## src/sv/ping_pong_capture_controller_assert.svh

```systemverilog
// Assertion helpers for the capture controller.
// Each check is compiled for simulation and drops out when SYNTHESIS is set.
`ifndef PING_PONG_CAPTURE_CONTROLLER_ASSERT_SVH
`define PING_PONG_CAPTURE_CONTROLLER_ASSERT_SVH

`ifndef SYNTHESIS

// same-cycle implication
`define PPCC_ASSERT_IMPL(label, clk, rst, ante, cons, msg) \
   label: assert property (@(posedge clk) disable iff (rst) (ante) |-> (cons)) \
      else $error(msg);

// next-cycle implication
`define PPCC_ASSERT_NEXT(label, clk, rst, ante, cons, msg) \
   label: assert property (@(posedge clk) disable iff (rst) (ante) |=> (cons)) \
      else $error(msg);

`else

`define PPCC_ASSERT_IMPL(label, clk, rst, ante, cons, msg)
`define PPCC_ASSERT_NEXT(label, clk, rst, ante, cons, msg)

`endif

`endif

```

## src/sv/ppcc_pkg.sv

```systemverilog
package ppcc_pkg;

   // event kinds
   localparam logic [2:0] ACT_CMD   = 3'd0;
   localparam logic [2:0] ACT_HALF  = 3'd1;
   localparam logic [2:0] ACT_FULL  = 3'd2;
   localparam logic [2:0] ACT_SEND  = 3'd3;
   localparam logic [2:0] ACT_ERROR = 3'd4;

   // host commands (top two bits of the request byte)
   localparam logic [1:0] CMD_STATUS = 2'd0;
   localparam logic [1:0] CMD_START  = 2'd1;
   localparam logic [1:0] CMD_STOP   = 2'd2;
   localparam logic [1:0] CMD_RESET  = 2'd3;

   // status and error codes
   localparam logic [2:0] RC_OK      = 3'd0;
   localparam logic [2:0] RC_DMA     = 3'd1;
   localparam logic [2:0] RC_USB     = 3'd2;
   localparam logic [2:0] RC_BUSY    = 3'd3;
   localparam logic [2:0] RC_INVALID = 3'd4;
   localparam logic [2:0] RC_LINK    = 3'd6;
   localparam logic [2:0] RC_OVERRUN = 3'd7;

   // send results from the USB side
   localparam logic [1:0] SEND_OK   = 2'd0;
   localparam logic [1:0] SEND_BUSY = 2'd1;

   // buffer half selects
   localparam logic [1:0] HALF_NONE   = 2'd0;
   localparam logic [1:0] HALF_FIRST  = 2'd1;
   localparam logic [1:0] HALF_SECOND = 2'd2;

   // reply length a status command needs
   localparam logic [15:0] STATUS_REPLY_LEN = 16'd5;

   // request byte fields
   localparam int CMD_MSB = 7;
   localparam int CMD_LSB = 6;
   localparam int ARG_MSB = 5;

   typedef struct packed {
      logic [2:0]  action;
      logic [7:0]  request;
      logic [15:0] reply_length;
      logic        frame_error;
      logic        overrun;
      logic        dma_ok;
      logic [1:0]  usb_data_status;
      logic [1:0]  usb_zlp_status;
   } req_type;

   typedef struct packed {
      logic [2:0]  status;
      logic [2:0]  state_code;
      logic [31:0] count_value;
      logic        channel_sel;
      logic [1:0]  send_half;
      logic [10:0] sample_count;
      logic        need_zlp;
      logic        start_capture;
      logic        stop_capture;
      logic        flush_usb;
      logic [2:0]  error_latched;
   } rsp_type;

endpackage

```

## src/sv/ping_pong_capture_controller.sv

```systemverilog
// Channel   Direction  Handshake            Beat
// req_      in         req_valid/req_stall  one event or host command
// rsp_      out        rsp_valid/rsp_stall  one result per event
//
// Each beat is decoded against the current state in the cycle it is accepted; its
// result is on rsp_ next cycle unless held in skid; one per cycle if unstalled.
// A two-deep output stage (result register plus skid register) lets one more
// beat enter while a result is stalled; req_stall rises only when both are full.
// Reset (synchronous, active high) returns to idle, clears the error code,
// channel and sample counter, and empties the output stage.
`include "ping_pong_capture_controller_assert.svh"

module ping_pong_capture_controller
   import ppcc_pkg::*;
#(
   parameter int BUFFER_WORDS = 1024,
   parameter int PACKET_SIZE  = 64
) (
   input  logic    clock,
   input  logic    reset,
   input  logic    req_valid,
   output logic    req_stall,
   input  req_type req_data,
   output logic    rsp_valid,
   input  logic    rsp_stall,
   output rsp_type rsp_data
);

   // packet geometry: a quarter buffer of samples, three bytes each plus header
   localparam int          SAMPLES   = BUFFER_WORDS / 4;
   localparam int          PKT_BYTES = SAMPLES * 3 + 7;
   localparam logic        NEED_ZLP  = ((PKT_BYTES % PACKET_SIZE) == 0);
   localparam logic [10:0] SAMPLES_W = 11'(SAMPLES);
   localparam logic [31:0] SAMPLES_C = 32'(SAMPLES);

   typedef enum logic [2:0] {
      S_IDLE  = 3'd0,
      S_ACQ10 = 3'd1,
      S_ACQ21 = 3'd2,
      S_ACQ31 = 3'd3,
      S_ACQ12 = 3'd4,
      S_ERROR = 3'd5
   } ctrl_state_type;

   ctrl_state_type state_ff, state_in;
   logic [2:0]     err_ff, err_in;
   logic           chan_ff, chan_in;
   logic [31:0]    count_ff, count_in;

   logic           out_valid_ff, skid_valid_ff;
   rsp_type        out_ff, skid_ff;
   rsp_type        result;

   logic           accept;
   logic           out_free;
   logic           acquiring;
   logic           fail_en;
   logic [2:0]     fail_code;
   logic [2:0]     status;
   ctrl_state_type hdr_state;
   logic [1:0]     cmd;
   logic [5:0]     arg;

   assign req_stall = skid_valid_ff;
   assign accept    = req_valid && !req_stall;
   assign out_free  = !out_valid_ff || !rsp_stall;
   assign rsp_valid = out_valid_ff;
   assign rsp_data  = out_ff;

   assign cmd       = req_data.request[CMD_MSB:CMD_LSB];
   assign arg       = req_data.request[ARG_MSB:0];
   assign acquiring = (state_ff == S_ACQ10) || (state_ff == S_ACQ21) ||
                      (state_ff == S_ACQ31) || (state_ff == S_ACQ12);

   // decode one beat against the current state
   always_comb begin
      state_in  = state_ff;
      err_in    = err_ff;
      chan_in   = chan_ff;
      count_in  = count_ff;
      fail_en   = 1'b0;
      fail_code = RC_OK;
      status    = RC_OK;
      hdr_state = S_IDLE;
      result    = '0;

      unique case (req_data.action)
         ACT_CMD: begin
            unique case (cmd)
               CMD_STATUS: begin
                  if (req_data.reply_length != STATUS_REPLY_LEN) begin
                     status = RC_INVALID;
                  end else begin
                     result.count_value = count_ff;
                  end
               end
               CMD_START: begin
                  if (state_ff != S_IDLE || arg > 6'd1) begin
                     status = RC_INVALID;
                  end else begin
                     chan_in              = arg[0];
                     state_in             = S_ACQ10;
                     result.start_capture = 1'b1;
                     if (!req_data.dma_ok) status = RC_DMA;
                  end
               end
               CMD_STOP: begin
                  if (!acquiring) begin
                     status = RC_INVALID;
                  end else begin
                     result.stop_capture = 1'b1;
                     result.flush_usb    = 1'b1;
                     state_in            = S_IDLE;
                     count_in            = '0;
                     if (!req_data.dma_ok) status = RC_DMA;
                  end
               end
               CMD_RESET: begin
                  if (state_ff != S_IDLE && state_ff != S_ERROR) begin
                     status = RC_INVALID;
                  end else begin
                     result.flush_usb = 1'b1;
                     state_in         = S_IDLE;
                     count_in         = '0;
                  end
               end
               default: ;
            endcase
         end
         ACT_HALF: begin
            if (state_ff == S_ACQ10) begin
               state_in = S_ACQ21;
            end else if (state_ff == S_ACQ12) begin
               fail_en   = 1'b1;
               fail_code = RC_OVERRUN;
            end
         end
         ACT_FULL: begin
            if (state_ff == S_ACQ31) begin
               state_in = S_ACQ12;
            end else if (state_ff == S_ACQ21) begin
               fail_en   = 1'b1;
               fail_code = RC_OVERRUN;
            end
         end
         ACT_SEND: begin
            if (req_data.frame_error) begin
               fail_en   = 1'b1;
               fail_code = RC_LINK;
            end else if (acquiring && req_data.overrun) begin
               fail_en   = 1'b1;
               fail_code = RC_OVERRUN;
            end else if (state_ff == S_ACQ21 || state_ff == S_ACQ12) begin
               // upload the filled half and advance on success
               hdr_state           = state_ff;
               result.send_half    = (state_ff == S_ACQ21) ? HALF_FIRST : HALF_SECOND;
               result.sample_count = SAMPLES_W;
               result.need_zlp     = NEED_ZLP;
               result.count_value  = count_ff;
               if (req_data.usb_data_status == SEND_BUSY) begin
                  status = RC_BUSY;
               end else if (req_data.usb_data_status != SEND_OK) begin
                  fail_en   = 1'b1;
                  fail_code = RC_USB;
                  status    = RC_USB;
               end else if (NEED_ZLP && req_data.usb_zlp_status == SEND_BUSY) begin
                  status = RC_BUSY;
               end else if (NEED_ZLP && req_data.usb_zlp_status != SEND_OK) begin
                  fail_en   = 1'b1;
                  fail_code = RC_USB;
                  status    = RC_USB;
               end else begin
                  count_in = count_ff + SAMPLES_C;
                  state_in = (state_ff == S_ACQ21) ? S_ACQ31 : S_ACQ10;
               end
            end
         end
         ACT_ERROR: begin
            if (req_data.frame_error) begin
               fail_en   = 1'b1;
               fail_code = RC_LINK;
            end else if (req_data.overrun) begin
               fail_en   = 1'b1;
               fail_code = RC_OVERRUN;
            end else if (acquiring) begin
               fail_en   = 1'b1;
               fail_code = RC_LINK;
            end
         end
         default: ;
      endcase

      // enter the error state: stop capture and flush the endpoint
      if (fail_en) begin
         state_in            = S_ERROR;
         err_in              = fail_code;
         result.stop_capture = 1'b1;
         result.flush_usb    = 1'b1;
      end

      result.status        = status;
      result.state_code    = (result.send_half != HALF_NONE) ? hdr_state : state_in;
      result.channel_sel   = chan_in;
      result.error_latched = err_in;
   end

   // hold state and the two-deep output stage
   always_ff @(posedge clock) begin
      if (reset) begin
         state_ff      <= S_IDLE;
         err_ff        <= RC_OK;
         chan_ff       <= 1'b0;
         count_ff      <= '0;
         out_valid_ff  <= 1'b0;
         skid_valid_ff <= 1'b0;
      end else begin
         if (accept) begin
            state_ff <= state_in;
            err_ff   <= err_in;
            chan_ff  <= chan_in;
            count_ff <= count_in;
         end
         if (out_free) begin
            if (skid_valid_ff) begin
               out_valid_ff  <= 1'b1;
               skid_valid_ff <= accept;
            end else begin
               out_valid_ff <= accept;
            end
         end else if (accept) begin
            skid_valid_ff <= 1'b1;
         end
      end
   end

   // payload of the output stage
   always_ff @(posedge clock) begin
      if (out_free) begin
         if (skid_valid_ff) begin
            out_ff  <= skid_ff;
            skid_ff <= result;
         end else begin
            out_ff <= result;
         end
      end else if (accept) begin
         skid_ff <= result;
      end
   end

   `PPCC_ASSERT_IMPL(a_skid_behind_out, clock, reset,
      skid_valid_ff, out_valid_ff, "skid full while output empty")
   `PPCC_ASSERT_NEXT(a_accept_gives_result, clock, reset,
      accept, out_valid_ff, "accepted beat left no result")
   `PPCC_ASSERT_IMPL(a_error_has_code, clock, reset,
      state_ff == S_ERROR, err_ff != RC_OK, "error state without error code")
   `PPCC_ASSERT_IMPL(a_idle_counter_clear, clock, reset,
      state_ff == S_IDLE, count_ff == 32'd0, "sample counter nonzero in idle")

endmodule
```

## config.mk

```make
export PLATFORM = sky130hd
export DESIGN_NAME = ping_pong_capture_controller
export DESIGN_NICKNAME = d
export VERILOG_FILES = /design/src/sv/ppcc_pkg.sv /design/src/sv/ping_pong_capture_controller.sv
export VERILOG_INCLUDE_DIRS = /design/src /design/src/sv
export SDC_FILE = /design/constraint.sdc
export NUM_CORES = 1
export LEC_CHECK = 0
export BUFFER_PORTS_ARGS = -buffer_cell sky130_fd_sc_hd__buf_2
export CAP_MARGIN = 20
export CORE_MARGIN = 5
export CORE_UTILIZATION = 51
export CTS_CLUSTER_SIZE = 30
export DETAILED_ROUTE_END_ITERATION = 6
export PLACE_DENSITY = 0.7
export SKIP_LAST_GASP = 1
export SYNTH_ARGS = -nofsm -noshare
export SYNTH_HDL_FRONTEND = slang
export SYNTH_SLANG_ARGS = --single-unit
export TNS_END_PERCENT = 50
```

## constraint.sdc

```tcl
create_clock -name clock -period 11 [get_ports clock]
set_input_delay 0 -clock clock [delete_from_list [all_inputs] [get_ports clock]]
set_output_delay 0 -clock clock [all_outputs]
set_load 0.05 [all_outputs]
```

==> flow_metrics.env, run 1 <==
export IMPL_yosysWarnings=0
export IMPL_vias=4801
export IMPL_route_detailed_drc=0
export IMPL_grt_pass1_wl_um=22400
export IMPL_crit_type="reg2reg"
export IMPL_clock_sinks=115
export IMPL_post_cts_buffers=0
export IMPL_clk_latency_ns=0.41
export IMPL_slew_headroom_pct=26.2
export IMPL_path_delay_family="compound AO/OA/AOI/OAI gates"
export IMPL_dr_pass1_iters=5
export IMPL_rsz0062_at_grt="false"
export IMPL_yosysTopAreaCellShare_pct=40.4
export IMPL_path_clk_slew_ns=0.05
export IMPL_status="finished, final reports clean"
export IMPL_yosysTopAreaCell="edfxtp_1"
export IMPL_antenna_found_initial=0
export IMPL_fillers=979
export IMPL_seqCellArea_sq_mm=0.00312
export IMPL_synth_seq_cells=115
export IMPL_dp_hpwl_um=9090
export IMPL_wl_per_cell_um=16.9
export IMPL_cp_required_ns=11.23
export IMPL_yosys_top_cells_area="edfxtp_1, dfxtp_1, nor2_1"
export IMPL_peakVddDrop_mv=0.106
export IMPL_syn_to_final_growth_pct=16.5
export IMPL_critical_path_cell_chain="nor2_1, a22oi_1, a211o_2, a211oi_2, o31ai_1"
export IMPL_antenna_cells=0
export IMPL_hold_ws_ns=0.0167
export IMPL_hp_class="in2reg"
export IMPL_fin_crit_sh_pct=26.0
export IMPL_hold_buffers=3
export IMPL_die_h_um=119
export IMPL_core_area_sq_mm=0.0119
export IMPL_rows=40
export IMPL_power_total_uw=1190
export IMPL_synthFlopType="edfxtp_1"
export IMPL_multiInputGateArea_sq_mm=0.00251
export IMPL_drtAntennaViolNets=0
export IMPL_drt_vias_per_instance=5.71
export IMPL_grt_max_degree=74
export IMPL_syn_avg_cell_area_sq_um=9.77
export IMPL_cp_max_fo=73
export IMPL_clock_path_buffers=2
export IMPL_gp_congestion=0.838
export IMPL_power_leakage_uw=0.00261
export IMPL_htree_levels=4
export IMPL_fin_skew_ns=0.00690
export IMPL_cts_resized_gates=0
export IMPL_fmax_ghz=0.350
export IMPL_grt_pass1_vias=4394
export IMPL_setup_violations=0
export IMPL_boundaryPins=99
export IMPL_initial_core_util_pct=51.4
export IMPL_final_common_cell="nor2_1"
export IMPL_wl_um=14200
export IMPL_netlist_instances=624
export IMPL_maxCapViolCount=0
export IMPL_grt_ovfl_total=0
export IMPL_netlist_area_sq_mm=0.00610
export IMPL_async_reset_ff_share_pct=0
export IMPL_synth_seq_area_share_pct=51.2
export IMPL_maxSlewViolCount=0
export IMPL_worstSetupEndpointType="flip-flop"
export IMPL_cts_tree="done"
export IMPL_period_needed_ns=2.86
export IMPL_final_cell_mix="nor2_1, buf_2, edfxtp_1"
export IMPL_max_slew_worst_pin_slew_ns=1.11
export IMPL_power_density_mw_per_mm2=167
export IMPL_ys_types=67
export IMPL_synth_edf_count=82
export IMPL_cts_root_buf="clkbuf_16"
export IMPL_cp_num_buf_inv=0
export IMPL_cp_arrival_ns=3.08
export IMPL_critPathMaxStageDelay_ns=0.90
export IMPL_hold_violations=0
export IMPL_start_kind="flip-flop"
export IMPL_setup_tns_final_ns=0
export IMPL_drtIter0Drc=508
export IMPL_io_buffers=85
export IMPL_grtUsageTotal_pct=19.8
export IMPL_cts_buffers_inserted=17
export IMPL_drive_gt1_share_pct=21.2
export IMPL_fp_dieArea_sq_mm=0.0142
export IMPL_r2r_setup_slack_ns=8.14
export IMPL_critPathSlowestCell="a211o_2"
export IMPL_fin_nets=721
export IMPL_die_w_um=119
[logic make-up (layout without fill, tap and decap cells)]
kind of cell             count (synthesis)  after routing  share of synthesized area, %
multiplexers                            27             27                          4.60
adder cells (fa/ha/maj)                  1              1                         0.205
XOR/XNOR                                 2              2                         0.287
other                                    1             12                        0.0615
AO/OA/AOI/OAI                          160            160                          17.9
AND/OR/NAND/NOR                        216            216                          17.0
flip-flops                             115            115                          51.2
buffers and inverters                  102            161                          8.68
[routing by layer]
layer,vias to the layer above,GRT usage [%],wire length [um]
li1,2350,-,-
met1,2240,27.4,6370
met2,195,30.4,6670
met3,16,5.46,966
met4,0,5.58,169
met5,-,0,0
[path summary, 6_finish.rpt]
path                            startpoint                      to  cells past startpoint
setup reg to reg  state_ff[2]$_SDFFE_PP0P_  rsp_data[55]$_DFFE_PN_                      5
hold / removal                 req_data[3]   skid_ff[57]$_DFFE_PP_                      3
setup / recovery  state_ff[2]$_SDFFE_PP0P_  rsp_data[55]$_DFFE_PN_                      5
hold reg to reg     err_ff[0]$_SDFFE_PP0P_  err_ff[0]$_SDFFE_PP0P_                      2
[state kept, by name (all words and copies together) (netlist names)]
signal	flops
state_ff	3
rsp_data	41
rsp_valid	1
err_ff	3
chan_ff	1
skid_ff	41
count_ff	24
req_stall	1
[cell type report]
type / count / share of cell area (%)
multi-input combinational: 418 / 35.4
clock buffer: 18 / 6.04
sequential: 115 / 44.0
tap: 147 / 2.59
inverter: 35 / 1.85
timing repair buffer: 95 / 7.82
clock inverter: 13 / 2.34
[through the flow]
step                      cells  instance area, sq um  setup WS (ns)  utilization [%]
after detailed placement    803                  6410           8.03             54.1
after floorplan             635                  6140           5.73                -
after global placement      802                  6390           8.09             53.9
after global routing        841                  7100           7.92             59.9
after CTS                   837                  7040           8.01             59.3
final                       841                  7100           8.14             59.9
[cell usage after synthesis (all sizes together), types with 3 or more instances]
library cell and count:
mux2 5, nor3b 3, o21ai 61, a211oi 12
nor4 5, buf 39, nand2 49, mux2i 22
edfxtp 82, nor4bb 3, and3 3, clkbuf 28
dfxtp 33, a31oi 3, a2111oi 5, a211o 3
a21oi 29, nor3 11, nand2b 3, inv 35
o31ai 30, nand3b 4, nand3 14, and2 4
and3b 3, nand4 11, nor2 92
[worst register-to-register path, stage by stage (launching register included)]
cell and delay, ns:
dfxtp_1 0.78, nor2_1 0.15, a22oi_1 0.27, a211o_2 0.90, a211oi_2 0.29, o31ai_1 0.29
[power by group]
part | switching (uW) | internal [uW] | total (uW)
clock network | 184 | 373 | 557
registers | 8.41 | 483 | 491
logic | 104 | 34.0 | 138
total | 297 | 889 | 1190
No activity file was read; power rests on OpenSTA's default activity.
==> run 2, diff against run 1 <==
ABC_AREA = 1   (was default)
PLACE_DENSITY = 0.73   (was 0.7)
clock period = 2.5 ns   (was 11 ns; I/O delays follow)
==> run 2 against run 1 <==
- clock power grew to 4.5 times the previous value
- non-clock buffer count grew 5
- via count grew 7.4%
- combinational power grew to 4.6 times the previous value
- clock-buffer cell count grew 2
- critical path depth grew 4
- sequential share of layout area grew 0.29 points
- hold slack gained 0.029 ns
- total power grew to 4.5 times the previous value
- critical endpoint is now rsp_data[44]$_DFFE_PN_
- sequential power grew to 4.4 times the previous value
- area after synthesis shrank 2.9%
- setup slack lost 7.8 ns
==> flow_metrics.env, run 2 <==
export IMPL_clock_sinks=115
export IMPL_grt_ovfl_total=0
export IMPL_cts_resized_gates=0
export IMPL_htree_levels=4
export IMPL_hp_class="in2reg"
export IMPL_synth_seq_area_share_pct=52.8
export IMPL_maxSlewViolCount=0
export IMPL_synth_edf_count=82
export IMPL_vias=5155
export IMPL_post_synth_top_count_cell="nand2_1"
export IMPL_yosysWarnings=0
export IMPL_async_reset_ff_share_pct=0
export IMPL_setup_violations=0
export IMPL_dp_hpwl_um=10200
export IMPL_cts_root_buf="clkbuf_16"
export IMPL_synthFlopType="edfxtp_1"
export IMPL_grtUsageTotal_pct=21.2
export IMPL_yosysTopAreaCell="edfxtp_1"
export IMPL_path_clk_slew_ns=0.05
export IMPL_worstSetupEndpointType="flip-flop"
export IMPL_grt_pass1_wl_um=23900
export IMPL_boundaryPins=99
export IMPL_crit_type="reg2reg"
export IMPL_initial_core_util_pct=51.8
export IMPL_period_needed_ns=2.14
export IMPL_status="finished, final reports clean"
export IMPL_netlist_area_sq_mm=0.00592
export IMPL_drt_vias_per_instance=5.41
export IMPL_wl_per_cell_um=15.3
export IMPL_antenna_found_initial=0
export IMPL_power_leakage_uw=0.00296
export IMPL_ys_types=39
export IMPL_io_buffers=85
export IMPL_yosys_top_cells_area="edfxtp_1, nand2_1, dfxtp_1"
export IMPL_synth_commonest_cells="nand2_1, edfxtp_1, nor2_1, inv_1, nand3_1"
export IMPL_worst_slack_ns=0.363
export IMPL_peakVddDrop_mv=0.499
export IMPL_fin_crit_sh_pct=85.5
export IMPL_hold_violations=0
export IMPL_gp_congestion=0.936
export IMPL_route_detailed_drc=0
export IMPL_drtIter0Drc=509
export IMPL_clk_latency_ns=0.41
export IMPL_grt_pass1_vias=4790
export IMPL_netlist_instances=711
export IMPL_cts_buffers_inserted=17
export IMPL_drtAntennaViolNets=0
export IMPL_antenna_cells=0
export IMPL_power_total_uw=5290
export IMPL_rsz0062_at_grt="false"
export IMPL_final_cell_mix="nand2_1, buf_2, edfxtp_1"
export IMPL_syn_avg_cell_area_sq_um=8.32
export IMPL_post_cts_buffers=0
export IMPL_core_area_sq_mm=0.0114
export IMPL_fp_dieArea_sq_mm=0.0139
export IMPL_cp_required_ns=2.78
export IMPL_final_common_cell="nand2_1"
export IMPL_rows=39
export IMPL_die_w_um=118
export IMPL_cts_tree="done"
export IMPL_fin_nets=835
export IMPL_yosysTopAreaCellShare_pct=41.6
export IMPL_wl_um=14600
export IMPL_die_h_um=118
export IMPL_grt_max_degree=45
export IMPL_cp_arrival_ns=2.41
export IMPL_clock_path_buffers=2
export IMPL_pre_cts_ws_ns=0.421
export IMPL_setup_tns_final_ns=0
export IMPL_slew_headroom_pct=55.5
export IMPL_power_density_mw_per_mm2=750
export IMPL_start_kind="flip-flop"
export IMPL_drive_gt1_share_pct=21.1
export IMPL_maxCapViolCount=0
export IMPL_fin_skew_ns=0.00705
export IMPL_syn_to_final_growth_pct=19.2
export IMPL_cp_max_fo=20
export IMPL_synth_seq_cells=115
export IMPL_fmax_ghz=0.468
export IMPL_dr_pass1_iters=6
export IMPL_max_slew_worst_pin_slew_ns=0.665
[run 2: repair_timing]
item,in CTS,in global routing
hold endpoints to repair,8,0
hold buffers,4,0
setup endpoints to repair,0,0
[run 2: stage by stage]
stage | hold WS (ns) | instances | cell area [sq um] | util [%]
4_1_cts | 0.0300 | 952 | 7050 | 61.8
5_1_grt | 0.0685 | 952 | 7050 | 61.8
6_report | 0.0460 | 952 | 7050 | 61.8
2_1_floorplan | 0.160 | 722 | 5980 | -
3_5_place_dp | 0.287 | 916 | 6410 | 56.2
3_3_place_gp | 0.275 | 916 | 6410 | 56.2
[run 2: path summary, 6_finish.rpt]
kind                                          startpoint                endpoint  slack [ns]  depth (start not counted)
worst max-delay path            state_ff[1]$_SDFFE_PP0P_  rsp_data[44]$_DFFE_PN_        0.36                          9
worst min-delay path                         req_data[4]   skid_ff[56]$_DFFE_PP_        0.05                          4
worst max register to register  state_ff[1]$_SDFFE_PP0P_  rsp_data[44]$_DFFE_PN_        0.36                          9
worst min register to register    err_ff[1]$_SDFFE_PP0P_  err_ff[1]$_SDFFE_PP0P_        0.46                          2
[run 2: critical path: stages (launching register included)]
cell and delay (ns):
dfxtp_1 0.54, nand3_1 0.19, nand2_1 0.26, nand2_2 0.15, nor2_4 0.21, inv_2 0.10
nand2_2 0.09, buf_4 0.24, nand3_1 0.12, nand2_1 0.09
[run 2: logic make-up (layout without fill, tap and decap cells)]
group / count (synthesis) / in the layout / synth area share [%]
xor+xnor: 5 / 5 / 0.740
other cells: 1 / 12 / 0.0634
fa+ha+maj: 1 / 1 / 0.211
simple gates: 404 / 404 / 30.6
flops: 115 / 115 / 52.8
buf+inv: 113 / 200 / 8.99
compound gates: 72 / 72 / 6.62
[run 2: per-layer routing]
| metal | GRT usage, % | share of wire [%] |
|---|---|---|
| met3 | 4.32 | 8.4 |
| met1 | 29.1 | 44 |
| met4 | 7.74 | 2.0 |
| met5 | 0 | 0 |
| met2 | 33.3 | 46 |
[run 2: power breakdown]
group	switching, uW	internal (uW)
clock	831	1650
combinational	490	138
sequential	35.1	2140
total	1360	3930
[run 2: area by class of cell]
cell class,count,area [sq um]
sequential,115,3120
fill,998,4370
clock buffer,20,437
inverter,68,255
multi-input combinational,494,2320
tap,143,179
timing repair buffer,100,573
clock inverter,12,164
